--- src/rtl/sbfd_pkg.sv ---
`timescale 1ns / 1ps
package sbfd_pkg;

	localparam int unsigned FRAME_LEN    = 25;
	localparam int unsigned NUM_CH       = 16;
	localparam int unsigned CH_W         = 11;
	localparam int unsigned CH_DATA_W    = NUM_CH * CH_W;
	localparam int unsigned DATA_BYTES   = CH_DATA_W / 8;
	localparam int unsigned FILL_W       = $clog2(FRAME_LEN);
	localparam int unsigned CH_IDX_W     = $clog2(NUM_CH);

	localparam logic [FILL_W-1:0]   FILL_FULL   = FILL_W'(FRAME_LEN - 1);
	localparam logic [CH_IDX_W-1:0] CH_IDX_LAST = CH_IDX_W'(NUM_CH - 1);

	localparam logic [7:0] HEADER_BYTE   = 8'h0F;
	localparam logic [7:0] END_BYTE_ZERO = 8'h00;
	localparam int unsigned FAILSAFE_BIT = 3;
	localparam logic [7:0] END_MARKER [4] = '{8'h04, 8'h14, 8'h24, 8'h34};

	localparam logic [15:0] GAP_LIMIT_RST     = 16'd2500;
	localparam logic [15:0] OFFLINE_LIMIT_RST = 16'd500;
	localparam logic [10:0] CENTER_RST        = 11'd1000;
	localparam logic [9:0]  GAIN_RST          = 10'd659;

	localparam logic OP_BYTE      = 1'b0;
	localparam logic OP_TICK      = 1'b1;
	localparam logic KIND_CHANNEL = 1'b0;
	localparam logic KIND_STATUS  = 1'b1;

	typedef enum logic [1:0] {
		REG_GAP_LIMIT     = 2'd0,
		REG_OFFLINE_LIMIT = 2'd1,
		REG_CENTER_OFFSET = 2'd2,
		REG_GAIN          = 2'd3
	} sbfd_reg_t;

	typedef enum logic [1:0] {
		EV_NONE   = 2'd0,
		EV_FRAME  = 2'd1,
		EV_STATUS = 2'd2
	} sbfd_ev_kind_t;

	typedef struct packed {
		logic        operation;
		logic [7:0]  byte_value;
		logic [31:0] time_us;
		logic [7:0]  elapsed_ms;
	} sbfd_in_t;

	typedef struct packed {
		logic                     result_kind;
		logic [3:0]               channel_index;
		logic [10:0]              raw_value;
		logic signed [11:0]       scaled_value;
		logic                     scaled_valid;
		logic [7:0]               flag_byte;
		logic                     link_offline;
		logic                     last;
	} sbfd_out_t;

	typedef struct packed {
		logic [15:0] gap_limit_us;
		logic [15:0] offline_limit_ms;
		logic [10:0] center_offset;
		logic [9:0]  gain_q10;
	} sbfd_cfg_t;

	typedef struct packed {
		logic                 valid;
		sbfd_ev_kind_t        kind;
		logic [CH_DATA_W-1:0] chan_data;
		logic [7:0]           flags;
		logic                 offline;
	} sbfd_evt_t;

endpackage

--- src/rtl/sbfd_cfg_regs.sv ---
`timescale 1ns / 1ps
module sbfd_cfg_regs import sbfd_pkg::*; (
	input  logic        clk,
	input  logic        arst_n,
	input  logic        cfg_valid,
	output logic        cfg_ready,
	input  logic [1:0]  cfg_index,
	input  logic [15:0] cfg_data,
	output sbfd_cfg_t   cfg
);

	sbfd_cfg_t cfg_q;

	assign cfg_ready = 1'b1;
	assign cfg       = cfg_q;

	always_ff @(posedge clk or negedge arst_n) begin
		if (!arst_n) begin
			cfg_q.gap_limit_us     <= GAP_LIMIT_RST;
			cfg_q.offline_limit_ms <= OFFLINE_LIMIT_RST;
			cfg_q.center_offset    <= CENTER_RST;
			cfg_q.gain_q10         <= GAIN_RST;
		end else if (cfg_valid && cfg_ready) begin
			case (sbfd_reg_t'(cfg_index))
				REG_GAP_LIMIT:     cfg_q.gap_limit_us     <= cfg_data;
				REG_OFFLINE_LIMIT: cfg_q.offline_limit_ms <= cfg_data;
				REG_CENTER_OFFSET: cfg_q.center_offset    <= cfg_data[10:0];
				REG_GAIN:          cfg_q.gain_q10         <= cfg_data[9:0];
				default: begin
				end
			endcase
		end
	end

endmodule

--- src/rtl/sbfd_frame_tracker.sv ---
`timescale 1ns / 1ps
module sbfd_frame_tracker import sbfd_pkg::*; (
	input  logic      clk,
	input  logic      arst_n,
	input  logic      item_valid,
	output logic      item_ready,
	input  sbfd_in_t  item,
	input  sbfd_cfg_t cfg,
	output sbfd_evt_t evt,
	input  logic      evt_ready
);

	sbfd_in_t          item_s1;
	logic              valid_s1;
	logic [7:0]        shift_q [FRAME_LEN];
	logic [FILL_W-1:0] fill_q;
	logic [31:0]       prev_time_q;
	logic [1:0]        marker_q;
	logic [15:0]       timer_q;
	logic              offline_q;

	logic              s1_fire;
	logic              is_tick;
	logic [31:0]       gap;
	logic              gap_restart;
	logic [FILL_W-1:0] fill_base;
	logic              window_full;
	logic              end_ok;
	logic              frame_hit;
	logic              good;
	logic [16:0]       timer_sum;
	logic              timer_below;
	logic              offline_next;

	assign s1_fire    = valid_s1 && evt_ready;
	assign item_ready = !valid_s1 || s1_fire;

	assign is_tick     = item_s1.operation == OP_TICK;
	assign gap         = item_s1.time_us - prev_time_q;
	assign gap_restart = gap > {16'd0, cfg.gap_limit_us};
	assign fill_base   = gap_restart ? '0 : fill_q;
	assign window_full = fill_base == FILL_FULL;
	// the incoming byte becomes window byte 24, shift_q[1] becomes byte 0
	assign end_ok      = item_s1.byte_value == END_BYTE_ZERO ||
	                     item_s1.byte_value == END_MARKER[marker_q];
	assign frame_hit   = !is_tick && window_full && shift_q[1] == HEADER_BYTE && end_ok;
	assign good        = !shift_q[FRAME_LEN-1][FAILSAFE_BIT];

	assign timer_sum   = {1'b0, timer_q} + {9'd0, item_s1.elapsed_ms};
	assign timer_below = timer_q < cfg.offline_limit_ms;

	always_comb begin
		offline_next = offline_q;
		if (is_tick) begin
			if (!timer_below) begin
				offline_next = 1'b1;
			end
		end else if (frame_hit && good) begin
			offline_next = 1'b0;
		end
	end

	always_comb begin
		evt.valid   = valid_s1;
		evt.kind    = is_tick ? EV_STATUS : (frame_hit ? EV_FRAME : EV_NONE);
		evt.flags   = shift_q[FRAME_LEN-1];
		evt.offline = offline_next;
		for (int i = 0; i < DATA_BYTES; i++) begin
			evt.chan_data[i*8 +: 8] = shift_q[i+2];
		end
	end

	always_ff @(posedge clk or negedge arst_n) begin
		if (!arst_n) begin
			valid_s1 <= 1'b0;
		end else if (item_ready) begin
			valid_s1 <= item_valid;
		end
	end

	always_ff @(posedge clk) begin
		if (item_ready && item_valid) begin
			item_s1 <= item;
		end
		if (s1_fire && !is_tick) begin
			for (int i = 0; i < FRAME_LEN - 1; i++) begin
				shift_q[i] <= shift_q[i+1];
			end
			shift_q[FRAME_LEN-1] <= item_s1.byte_value;
		end
	end

	always_ff @(posedge clk or negedge arst_n) begin
		if (!arst_n) begin
			fill_q      <= '0;
			prev_time_q <= '0;
			marker_q    <= '0;
			timer_q     <= '0;
			offline_q   <= 1'b0;
		end else if (s1_fire) begin
			offline_q <= offline_next;
			if (is_tick) begin
				if (timer_below) begin
					timer_q <= timer_sum[16] ? 16'hFFFF : timer_sum[15:0];
				end
			end else begin
				prev_time_q <= item_s1.time_us;
				if (frame_hit) begin
					fill_q   <= '0;
					marker_q <= marker_q + 2'd1;
					if (good) begin
						timer_q <= '0;
					end
				end else if (window_full) begin
					fill_q <= FILL_FULL;
				end else begin
					fill_q <= fill_base + FILL_W'(1);
				end
			end
		end
	end

	assert property (@(posedge clk) disable iff (!arst_n) fill_q <= FILL_FULL)
		else $error("fill count beyond frame length");

endmodule

--- src/rtl/sbfd_channel_emitter.sv ---
`timescale 1ns / 1ps
module sbfd_channel_emitter import sbfd_pkg::*; (
	input  logic      clk,
	input  logic      arst_n,
	input  sbfd_evt_t evt,
	output logic      evt_ready,
	input  sbfd_cfg_t cfg,
	output logic      result_valid,
	input  logic      result_ready,
	output sbfd_out_t result
);

	logic [CH_DATA_W-1:0] data_q;
	logic [CH_IDX_W-1:0]  ch_q;
	logic                 busy_q;
	logic [7:0]           flags_q;
	logic                 good_q;
	logic                 offline_q;
	sbfd_out_t            res_q;
	logic                 res_valid_q;

	logic                 load_out;
	logic                 evt_fire;
	logic                 frame_load;
	logic                 status_load;
	logic                 emit_ch;
	logic [CH_W-1:0]      raw;
	logic signed [11:0]   diff;
	logic signed [22:0]   prod;
	logic signed [22:0]   adj;
	logic                 ch_valid;
	sbfd_out_t            ch_res;
	sbfd_out_t            st_res;

	assign load_out = !res_valid_q || result_ready;

	always_comb begin
		case (evt.kind)
			EV_NONE:   evt_ready = 1'b1;
			EV_FRAME:  evt_ready = !busy_q;
			EV_STATUS: evt_ready = !busy_q && load_out;
			default:   evt_ready = 1'b1;
		endcase
	end

	assign evt_fire    = evt.valid && evt_ready;
	assign frame_load  = evt_fire && evt.kind == EV_FRAME;
	assign status_load = evt_fire && evt.kind == EV_STATUS;
	assign emit_ch     = busy_q && load_out;

	// scaled = (raw - center) * gain / 1024, truncated toward zero
	assign raw      = data_q[CH_W-1:0];
	assign diff     = $signed({1'b0, raw}) - $signed({1'b0, cfg.center_offset});
	assign prod     = 23'(diff) * 23'($signed({1'b0, cfg.gain_q10}));
	assign adj      = prod + (prod[22] ? 23'sd1023 : 23'sd0);
	assign ch_valid = good_q && !ch_q[CH_IDX_W-1];

	always_comb begin
		ch_res.result_kind   = KIND_CHANNEL;
		ch_res.channel_index = ch_q;
		ch_res.raw_value     = raw;
		ch_res.scaled_value  = ch_valid ? adj[21:10] : 12'sd0;
		ch_res.scaled_valid  = ch_valid;
		ch_res.flag_byte     = flags_q;
		ch_res.link_offline  = offline_q;
		ch_res.last          = ch_q == CH_IDX_LAST;

		st_res.result_kind   = KIND_STATUS;
		st_res.channel_index = '0;
		st_res.raw_value     = '0;
		st_res.scaled_value  = 12'sd0;
		st_res.scaled_valid  = 1'b0;
		st_res.flag_byte     = '0;
		st_res.link_offline  = evt.offline;
		st_res.last          = 1'b1;
	end

	always_ff @(posedge clk or negedge arst_n) begin
		if (!arst_n) begin
			busy_q      <= 1'b0;
			ch_q        <= '0;
			res_valid_q <= 1'b0;
		end else begin
			if (frame_load) begin
				busy_q <= 1'b1;
				ch_q   <= '0;
			end else if (emit_ch) begin
				ch_q <= ch_q + CH_IDX_W'(1);
				if (ch_q == CH_IDX_LAST) begin
					busy_q <= 1'b0;
				end
			end
			if (emit_ch || status_load) begin
				res_valid_q <= 1'b1;
			end else if (result_ready) begin
				res_valid_q <= 1'b0;
			end
		end
	end

	always_ff @(posedge clk) begin
		if (frame_load) begin
			data_q    <= evt.chan_data;
			flags_q   <= evt.flags;
			good_q    <= !evt.flags[FAILSAFE_BIT];
			offline_q <= evt.offline;
		end else if (emit_ch) begin
			data_q <= data_q >> CH_W;
		end
		if (emit_ch) begin
			res_q <= ch_res;
		end else if (status_load) begin
			res_q <= st_res;
		end
	end

	assign result_valid = res_valid_q;
	assign result       = res_q;

	assert property (@(posedge clk) disable iff (!arst_n)
		frame_load |=> busy_q && ch_q == '0)
		else $error("frame load did not start channel sequence");

	assert property (@(posedge clk) disable iff (!arst_n)
		emit_ch && ch_q == CH_IDX_LAST |=> !busy_q)
		else $error("emitter busy after last channel");

	assert property (@(posedge clk) disable iff (!arst_n)
		result_valid && result.scaled_valid |->
			result.result_kind == KIND_CHANNEL && !result.channel_index[CH_IDX_W-1])
		else $error("scaled value on wrong result");

	assert property (@(posedge clk) disable iff (!arst_n)
		result_valid |-> result.last ==
			(result.result_kind == KIND_STATUS || result.channel_index == CH_IDX_LAST))
		else $error("last marker mismatch");

endmodule

--- src/rtl/sbus_frame_decoder.sv ---
`timescale 1ns / 1ps
// Serial bus frame decoder. Each request is either a received byte with its microsecond
// timestamp or a millisecond tick. A byte that does not complete a valid 25-byte frame
// does not wait for the output side and gives no result. A byte that completes a frame
// yields sixteen channel results, one per cycle while the output register can be loaded,
// shifted out of a channel register with one 12x11 scaling multiply per result; the next
// frame or tick waits until the last channel is registered. A tick gives one status result.
// A request is registered in the tracker and then in the output register, a frame's channels
// also in the channel register; the output register lets bytes move on while a result waits.
module sbus_frame_decoder import sbfd_pkg::*; (
	input  logic        clk,
	input  logic        arst_n,
	input  logic        item_valid,
	output logic        item_ready,
	input  sbfd_in_t    item,
	output logic        result_valid,
	input  logic        result_ready,
	output sbfd_out_t   result,
	input  logic        cfg_valid,
	output logic        cfg_ready,
	input  logic [1:0]  cfg_index,
	input  logic [15:0] cfg_data
);

	sbfd_cfg_t cfg;
	sbfd_evt_t evt;
	logic      evt_ready;

	sbfd_cfg_regs u_cfg (
		.clk       (clk),
		.arst_n    (arst_n),
		.cfg_valid (cfg_valid),
		.cfg_ready (cfg_ready),
		.cfg_index (cfg_index),
		.cfg_data  (cfg_data),
		.cfg       (cfg)
	);

	sbfd_frame_tracker u_tracker (
		.clk        (clk),
		.arst_n     (arst_n),
		.item_valid (item_valid),
		.item_ready (item_ready),
		.item       (item),
		.cfg        (cfg),
		.evt        (evt),
		.evt_ready  (evt_ready)
	);

	sbfd_channel_emitter u_emitter (
		.clk          (clk),
		.arst_n       (arst_n),
		.evt          (evt),
		.evt_ready    (evt_ready),
		.cfg          (cfg),
		.result_valid (result_valid),
		.result_ready (result_ready),
		.result       (result)
	);

endmodule
--- config.mk ---
export PLATFORM = sky130hd
export DESIGN_NAME = sbus_frame_decoder
export DESIGN_NICKNAME = d
export VERILOG_FILES = /design/src/rtl/sbfd_pkg.sv /design/src/rtl/sbfd_cfg_regs.sv /design/src/rtl/sbfd_frame_tracker.sv /design/src/rtl/sbfd_channel_emitter.sv /design/src/rtl/sbus_frame_decoder.sv
export SDC_FILE = /design/constraint.sdc
export NUM_CORES = 1
export LEC_CHECK = 0
export BUFFER_PORTS_ARGS = -buffer_cell sky130_fd_sc_hd__buf_4
export CELL_PAD_IN_SITES_DETAIL_PLACEMENT = 0
export CELL_PAD_IN_SITES_GLOBAL_PLACEMENT = 2
export CORE_MARGIN = 2
export CORE_UTILIZATION = 45
export CTS_CLUSTER_SIZE = 14
export DETAILED_ROUTE_END_ITERATION = 16
export PLACE_DENSITY = 0.84
export SYNTH_ARGS = -nofsm -noshare
export SYNTH_HDL_FRONTEND = slang
export SYNTH_SLANG_ARGS = --single-unit
--- constraint.sdc ---
create_clock -name clk -period 15.9 [get_ports clk]
set_input_delay 2.385 -clock clk [delete_from_list [all_inputs] [get_ports clk]]
set_output_delay 2.385 -clock clk [all_outputs]
set_load 0.01 [all_outputs]
## Word-level counts from Yosys, hierarchy flattened

Memory sizes are Yosys's and may differ from the RTL's.
Index checks and enable logic that the tools add are counted.

- Memories kept: 1
- Register bits: 390
- Input bits: 72
- Memory bits (writable): 200
- Word-level logic and storage cells: 123

Memories:

| name | words | bits a word | rd ports | clocked after Yosys merged registers in | write ports | line | RTL |
|---|---|---|---|---|---|---|---|
| u_tracker.shift_q | 25 | 8 | 24 | 0 | 25 | sbfd_frame_tracker.sv:15 | `logic [7:0] shift_q [FRAME_LEN];` |

- Reduce and logical (&&, ||, !) cells: 37
- Mux-type cells: 32
- Multiply operators: 1
- Order comparisons: 3
- Equality and inequality tests: 11
- Bitwise logic cells: 2
- Add/subtract/negate cells: 7

Operators with widths:

| cell | number |
|---|---|
| 2-to-1 mux 176 bit | 2 |
| 2-to-1 mux 16 bit | 5 |
| 2-to-1 mux 38 bit | 2 |
| greater-than comparator 32 x 16 -> 1 bit | 1 |
| subtractor 32 bit | 1 |
| multiplier 12 x 11 -> 23 bit | 1 |
| adder 22 bit | 1 |
| adder 16 x 8 -> 17 bit | 1 |
| binary-select mux 8 bit (select 2 bit) | 1 |
| less-than comparator 16 bit | 1 |
| 2-to-1 mux 8 bit | 2 |
| 2-to-1 mux 5 bit | 3 |
| logical AND 1 bit | 12 |
| 2-to-1 mux 12 bit | 1 |
| AND reduction 2 bit | 6 |
| subtractor 11 x 11 -> 12 bit | 1 |
| 2-to-1 mux 1 bit | 11 |
| 2-to-1 mux 10 bit | 1 |
| nonzero test 2 bit | 5 |
| == test 8 x 4 -> 1 bit, second input constant | 1 |
| == test 8 bit | 1 |
| logical NOT 8 bit | 1 |
| 2-to-1 mux 4 bit | 2 |
| == test 2 bit, second input constant | 3 |
| other kinds (17) | 27 |

## Logic depth before layout (Yosys ltp)

- Depth after elaboration: 15
- Mapped depth: 42
- Gate-level depth less buffers: 42

## By module

A second synthesis with hierarchy kept.

- Cell total of the unflattened synthesis: 2803
- Area, all modules: 31398.9 sq um

Modules (own cells, without submodules):

| module | cells an instance | area each (sq um) | instances |
|---|---|---|---|
| sbfd_channel_emitter | 1571 | 15305.9 | 1 |
| sbfd_frame_tracker | 1117 | 14053.5 | 1 |
| sbfd_cfg_regs | 115 | 2039.5 | 1 |

## Worst setup path before layout

Ideal clock, no wire load.

- Path type: reg2reg
- From: reg u_tracker.item_s1[9] (netlist name)
- To: reg u_tracker.prev_time_q[22]
- Required time: 15495 ps
- Path slack: 4461 ps
- Cell stages (with the launch flop): 31
- Library setup time: 405 ps
- Period minus slack after synthesis: 11439 ps
- Arrival time: 11034 ps
- Buffers on the path: 2
- Path through: edfxtp_1 -> ha_1 -> nor2b_1 -> o31a_1 -> o31ai_2 -> inv_1 -> o21ai_0 -> a21boi_0 -> o21ai_0 -> nand2_1 -> xor2_1 -> ha_1 -> and3_1 -> a221o_1 -> nand2_1 -> a31o_2 -> o2111ai_1 -> a2111oi_2 -> or4b_4 -> nor2_1 -> nand2_1 -> ha_1 -> and4b_1 -> nand3_1 -> nor3_1 -> nand4_1 -> nand2_1 -> inv_1 -> clkbuf_1 -> clkbuf_1 -> o21ai_0

- Cells in the longest elaborated chain, start to end: 13
- Elaborated cells between the ends (all ways): 14

RTL lines:

| item | line | RTL |
|---|---|---|
| start, declared | sbfd_frame_tracker.sv:13 | `sbfd_in_t item_s1;` |
| start signal, assigned | sbfd_frame_tracker.sv:83 | `item_s1 <= item;` |
| subtractor 32 bit (*) | sbfd_frame_tracker.sv:39 | `assign gap = item_s1.time_us - prev_time_q;` |
| greater-than comparator 32 x 16 -> 1 bit (*) | sbfd_frame_tracker.sv:40 | `assign gap_restart = gap > {16'd0, cfg.gap_limit_us};` |
| 2-to-1 mux 5 bit (*) | sbfd_frame_tracker.sv:41 | `assign fill_base = gap_restart ? '0 : fill_q;` |
| == test 5 bit (*) | sbfd_frame_tracker.sv:42 | `assign window_full = fill_base == FILL_FULL;` |
| logical AND 1 bit (*) (3 in series) | sbfd_frame_tracker.sv:46 | `assign frame_hit = !is_tick && window_full && shift_q[1] == HEADER_BYTE && end_ok;` |
| 2-to-1 mux 1 bit (*) | sbfd_frame_tracker.sv:65 | `evt.kind = is_tick ? EV_STATUS : (frame_hit ? EV_FRAME : EV_NONE);` |
| 2-to-1 mux 2 bit (*) | sbfd_frame_tracker.sv:65 |  |
| == test 2 bit / == test 2 x 1 -> 1 bit (equally long branches) | sbfd_channel_emitter.sv:38 | `case (evt.kind)` |
| case mux 1 bit (2 select lines) (*) | sbfd_channel_emitter.sv:38 |  |
| logical AND 1 bit (*) | sbfd_frame_tracker.sv:35 | `assign s1_fire = valid_s1 && evt_ready;` |
| AND reduction 2 bit (no line) (*) | -- |  |
| end signal, assigned | sbfd_frame_tracker.sv:107 | `prev_time_q <= item_s1.time_us;` |
| end, declared | sbfd_frame_tracker.sv:17 | `logic [31:0] prev_time_q;` |

Every way passes the cells marked *; elsewhere a longest branch is shown, timed or not.
A chain may end at the register's enable or synchronous reset.

## Worst setup path in the final report

- From: reg u_tracker.item_s1[9] (netlist name)
- To: out item_ready

- Cells in the longest elaborated chain, start to end: 13
- Elaborated cells between the ends (all ways): 14

RTL lines:

| item | line | RTL |
|---|---|---|
| subtractor 32 bit (*) | sbfd_frame_tracker.sv:39 |  |
| greater-than comparator 32 x 16 -> 1 bit (*) | sbfd_frame_tracker.sv:40 |  |
| 2-to-1 mux 5 bit (*) | sbfd_frame_tracker.sv:41 |  |
| == test 5 bit (*) | sbfd_frame_tracker.sv:42 |  |
| logical AND 1 bit (*) (3 in series) | sbfd_frame_tracker.sv:46 |  |
| 2-to-1 mux 1 bit (*) | sbfd_frame_tracker.sv:65 |  |
| 2-to-1 mux 2 bit (*) | sbfd_frame_tracker.sv:65 |  |
| == test 2 bit / == test 2 x 1 -> 1 bit (equally long branches) | sbfd_channel_emitter.sv:38 |  |
| case mux 1 bit (2 select lines) (*) | sbfd_channel_emitter.sv:38 |  |
| logical AND 1 bit (*) | sbfd_frame_tracker.sv:35 |  |
| logical OR 1 bit (*) | sbfd_frame_tracker.sv:36 | `assign item_ready = !valid_s1 \|\| s1_fire;` |
| end, declared | sbus_frame_decoder.sv:14 | `output logic item_ready,` |

Marks and branches as above.

==> results.yml <==
finish:
  most_common_cell_after_layout_fill_and_taps_aside: "edfxtp_1"
  most-common-layout-cells: "465 x edfxtp_1, 281 x inv_1, 207 x mux2_2"
  syn_to_final_growth_pct: 12.1
  fin_nets: 2721
  drive_gt1_share_pct: 19.7
  n_fill_cell: 5658
  insertedDiodeCount: 0
critical_path:
  timing.critical_path.slowest_cell_delay_ns: 0.58
  cpMostUsedCell: "nand2_1"
  depth_of_the_worst_register_to_register_path: 39
  critical_path.reg2reg.startpoint: "u_emitter.data_q[0]"
  timing.critical_path.slowest_stage_cell: "o31ai_2"
  cp-endpoint: "item_ready"
  cp_max_fo: 13
  cp.required_ns: 13.52
  r2r_setup_slack_ns: 6.05
  cp-startpoint: "u_tracker.item_s1[9]"
  crit_path_start_kind: "flop"
  path_class: "flop to output pin"
  arrival_ns: 7.56
  critPathCaptureType: "output pin"
  worst_r2r_endpoint: "u_emitter.result[22]"
clock_tree:
  cts.htree.levels: 2
  clock_sinks: 582
  clkSlewWorstSetupHoldPaths_ns: 0.06
  cts.path.max_buffers: 3
  post_cts.repair.setup_buffers: 0
  cts_resized: 0
  clock_root_cell: "clkbuf_16"
  worst_skew_pair.late_latency_ns: 0.66
  cts_hold_buf: 0
  tritoncts: "yes"
  cts_buffer_count: 60
hold_path:
  worst_hold_path_type: "flop to flop"
die:
  height_of_the_die_um: 262
  die_x_um: 262
  io_pins: 114
  die_area_mm2: 0.0687
  num_rows: 94
  core_area_mm2: 0.0659
  starting_density_of_the_core_pct: 45.5
yosys:
  yosys-mux-area-fraction_pct: 7.88
  postSynthCellCount: 2278
  seq_area_frac_synth_pct: 56.4
  fraction_of_the_mapped_netlist_area_in_compound_gates_pct: 7.20
  adder_cell_area_share_of_the_yosys_netlist_pct: 13.6
  synth_top_family_by_area: "adder cells"
  asyncSetResetFlopFracSynth_pct: 19.9
  postSynthRegisterBits: 582
  basic_gate_share_of_the_synthesized_area_counting_and_or_nand_and_nor_cells_pct: 8.06
  syn-cell-area_mm2: 0.0300
  number_of_enable_flip_flop_cells_after_synthesis: 465
  number_of_nets_in_the_synthesized_netlist: 2607
  postSynthAreaPerCell_um2: 13.2
  synth.yosys.warnings: 0
  library_cells_used_by_synthesis: 89
  synth_top_flop_cell: "edfxtp_1"
  synthXorXnorAreaFrac_pct: 1.99
sta:
  tightest_slew_ns: 1.16
  finalCriticalPeriod_ns: 9.94
  max-slew-margin-rel_pct: 22.5
  worst_slack_ns: 5.96
  setup_tns_ns: 0
  final_max_slew_viol_count: 0
  report.final.setup_viol: 0
  timing.fmax_mhz: 101
  timing.final.crit_share_pct: 62.5
  finalClockSkew_ns: 0.0541
  unrepaired_setup_endpoints_after_global_routing: "no"
  finalHoldViolCount: 0
grt:
  grt_antenna_before_repair: 0
  global_route.usage.total_pct: 17.5
  first_global_vias: 18000
  wire_length_of_the_first_global_routing_pass_um: 95500
  grt_max_degree: 174
  global_route.overflow_total: 0
drt:
  detail_route.wl_per_cell_um: 17.7
  detailed_route_via_count: 17300
  drc: 0
  drt_pre_antenna_iters: 5
  total_wirelength_of_the_detailed_routed_design_um: 58400
  ant_nets: 0
  drt_iter0_drc: 1122
  post_drt_via_cell_ratio: 5.23
run:
  timing.max_cap.violations: 0
placed_design:
  post-dp-hpwl_um: 41400
  dp_worst_setup_slack_ns: 6.03
  place_congestion: 0.869
  port_buffers: 112
status:
  outcome: "finished, final reports clean"
-- critical path, delay by kind of cell (launching register included) --
family	cells	cell delay [ns]
compound gates	10	2.72
xor+xnor	1	0.15
fa+ha+maj	3	0.77
buf+inv	2	0.37
flops	1	0.44
simple gates	12	2.46
-- state kept, by name (all words and copies together), names as in the netlist, 8 cells and up --
signal	count
u_cfg.cfg	53
u_tracker.prev_time_q	32
u_emitter.result	39
u_emitter.flags_q	8
u_emitter.data_q	176
u_tracker.timer_q	16
u_tracker.item_s1	48
u_tracker.shift_q	192
-- Yosys cell counts, drive strengths merged, types with 24 or more instances --
library cell	n	share of area (%)
a21o	30	0.75
a21oi	73	1.2
and2	67	1.4
and3	46	0.96
buf	34	0.79
clkbuf	36	0.46
dfrtp	94	7.8
edfxtp	465	47
fa	116	7.7
ha	141	5.9
inv	282	3.5
mux2	207	7.8
nand2	176	2.2
nand3	29	0.48
nor2	58	0.73
o21ai	112	1.9
xnor2	44	1.3
xor2	24	0.70
-- cell families (layout without fill, tap and decap cells) --
group | after synthesis | after routing
xor+xnor | 68 | 68
simple gates | 477 | 477
mux | 210 | 210
compound gates | 331 | 331
fa+ha+maj | 257 | 257
flops | 582 | 582
other cells | 1 | 1
buf+inv | 352 | 516
-- final cells by class --
class                           count  area (µm²)  area share [%]
Timing Repair Buffer              122         928            2.76
Tap cell                          864        1080            3.22
Inverter                          282        1070            3.17
Sequential cell                   582       16900            50.4
Clock inverter                     41         385            1.15
Clock buffer                       71        1560            4.65
Multi-Input combinational cell   1344       11600            34.7
-- per-stage QoR --
step / hold WS [ns] / util, % / area [µm²] / instances
6_report: 0.436 / 51.0 / 33600 / 3306
5_1_grt: 0.449 / 51.0 / 33600 / 3306
4_1_cts: 0.440 / 51.0 / 33600 / 3306
3_5_place_dp: 0.428 / 48.0 / 31600 / 3194
3_3_place_gp: 0.421 / 48.0 / 31600 / 3194
2_1_floorplan: 0.418 / - / 30000 / 2278
-- per-layer routing --
layer | global-route usage [%] | wire [µm]
met5 | 0 | 0
met4 | 5.52 | 1580
met3 | 2.21 | 2120
met2 | 29.3 | 27800
met1 | 23.9 | 26900
-- worst min-delay path by stage --
| stage | slack, ns | cells after the start | startpoint | endpoint |
|---|---|---|---|---|
| final | 0.44 | 0 | u_tracker.shift_q[0][45] | u_tracker.shift_q[0][37] |
| after CTS | 0.44 | 0 | u_tracker.shift_q[0][45] | u_tracker.shift_q[0][37] |
| after global routing | 0.45 | 0 | u_tracker.shift_q[0][70] | u_tracker.shift_q[0][62] |
| after floorplan | 0.42 | 0 | u_tracker.shift_q[1][63] | u_tracker.shift_q[1][55] |
| after global placement | 0.42 | 0 | u_tracker.shift_q[0][42] | u_tracker.shift_q[0][34] |
| after detailed placement | 0.43 | 0 | u_tracker.shift_q[0][89] | u_tracker.shift_q[0][81] |
Power is left out: the tool's default activity adds up to more than one toggle a clock period on the data nets, which glitch-free logic cannot reach.
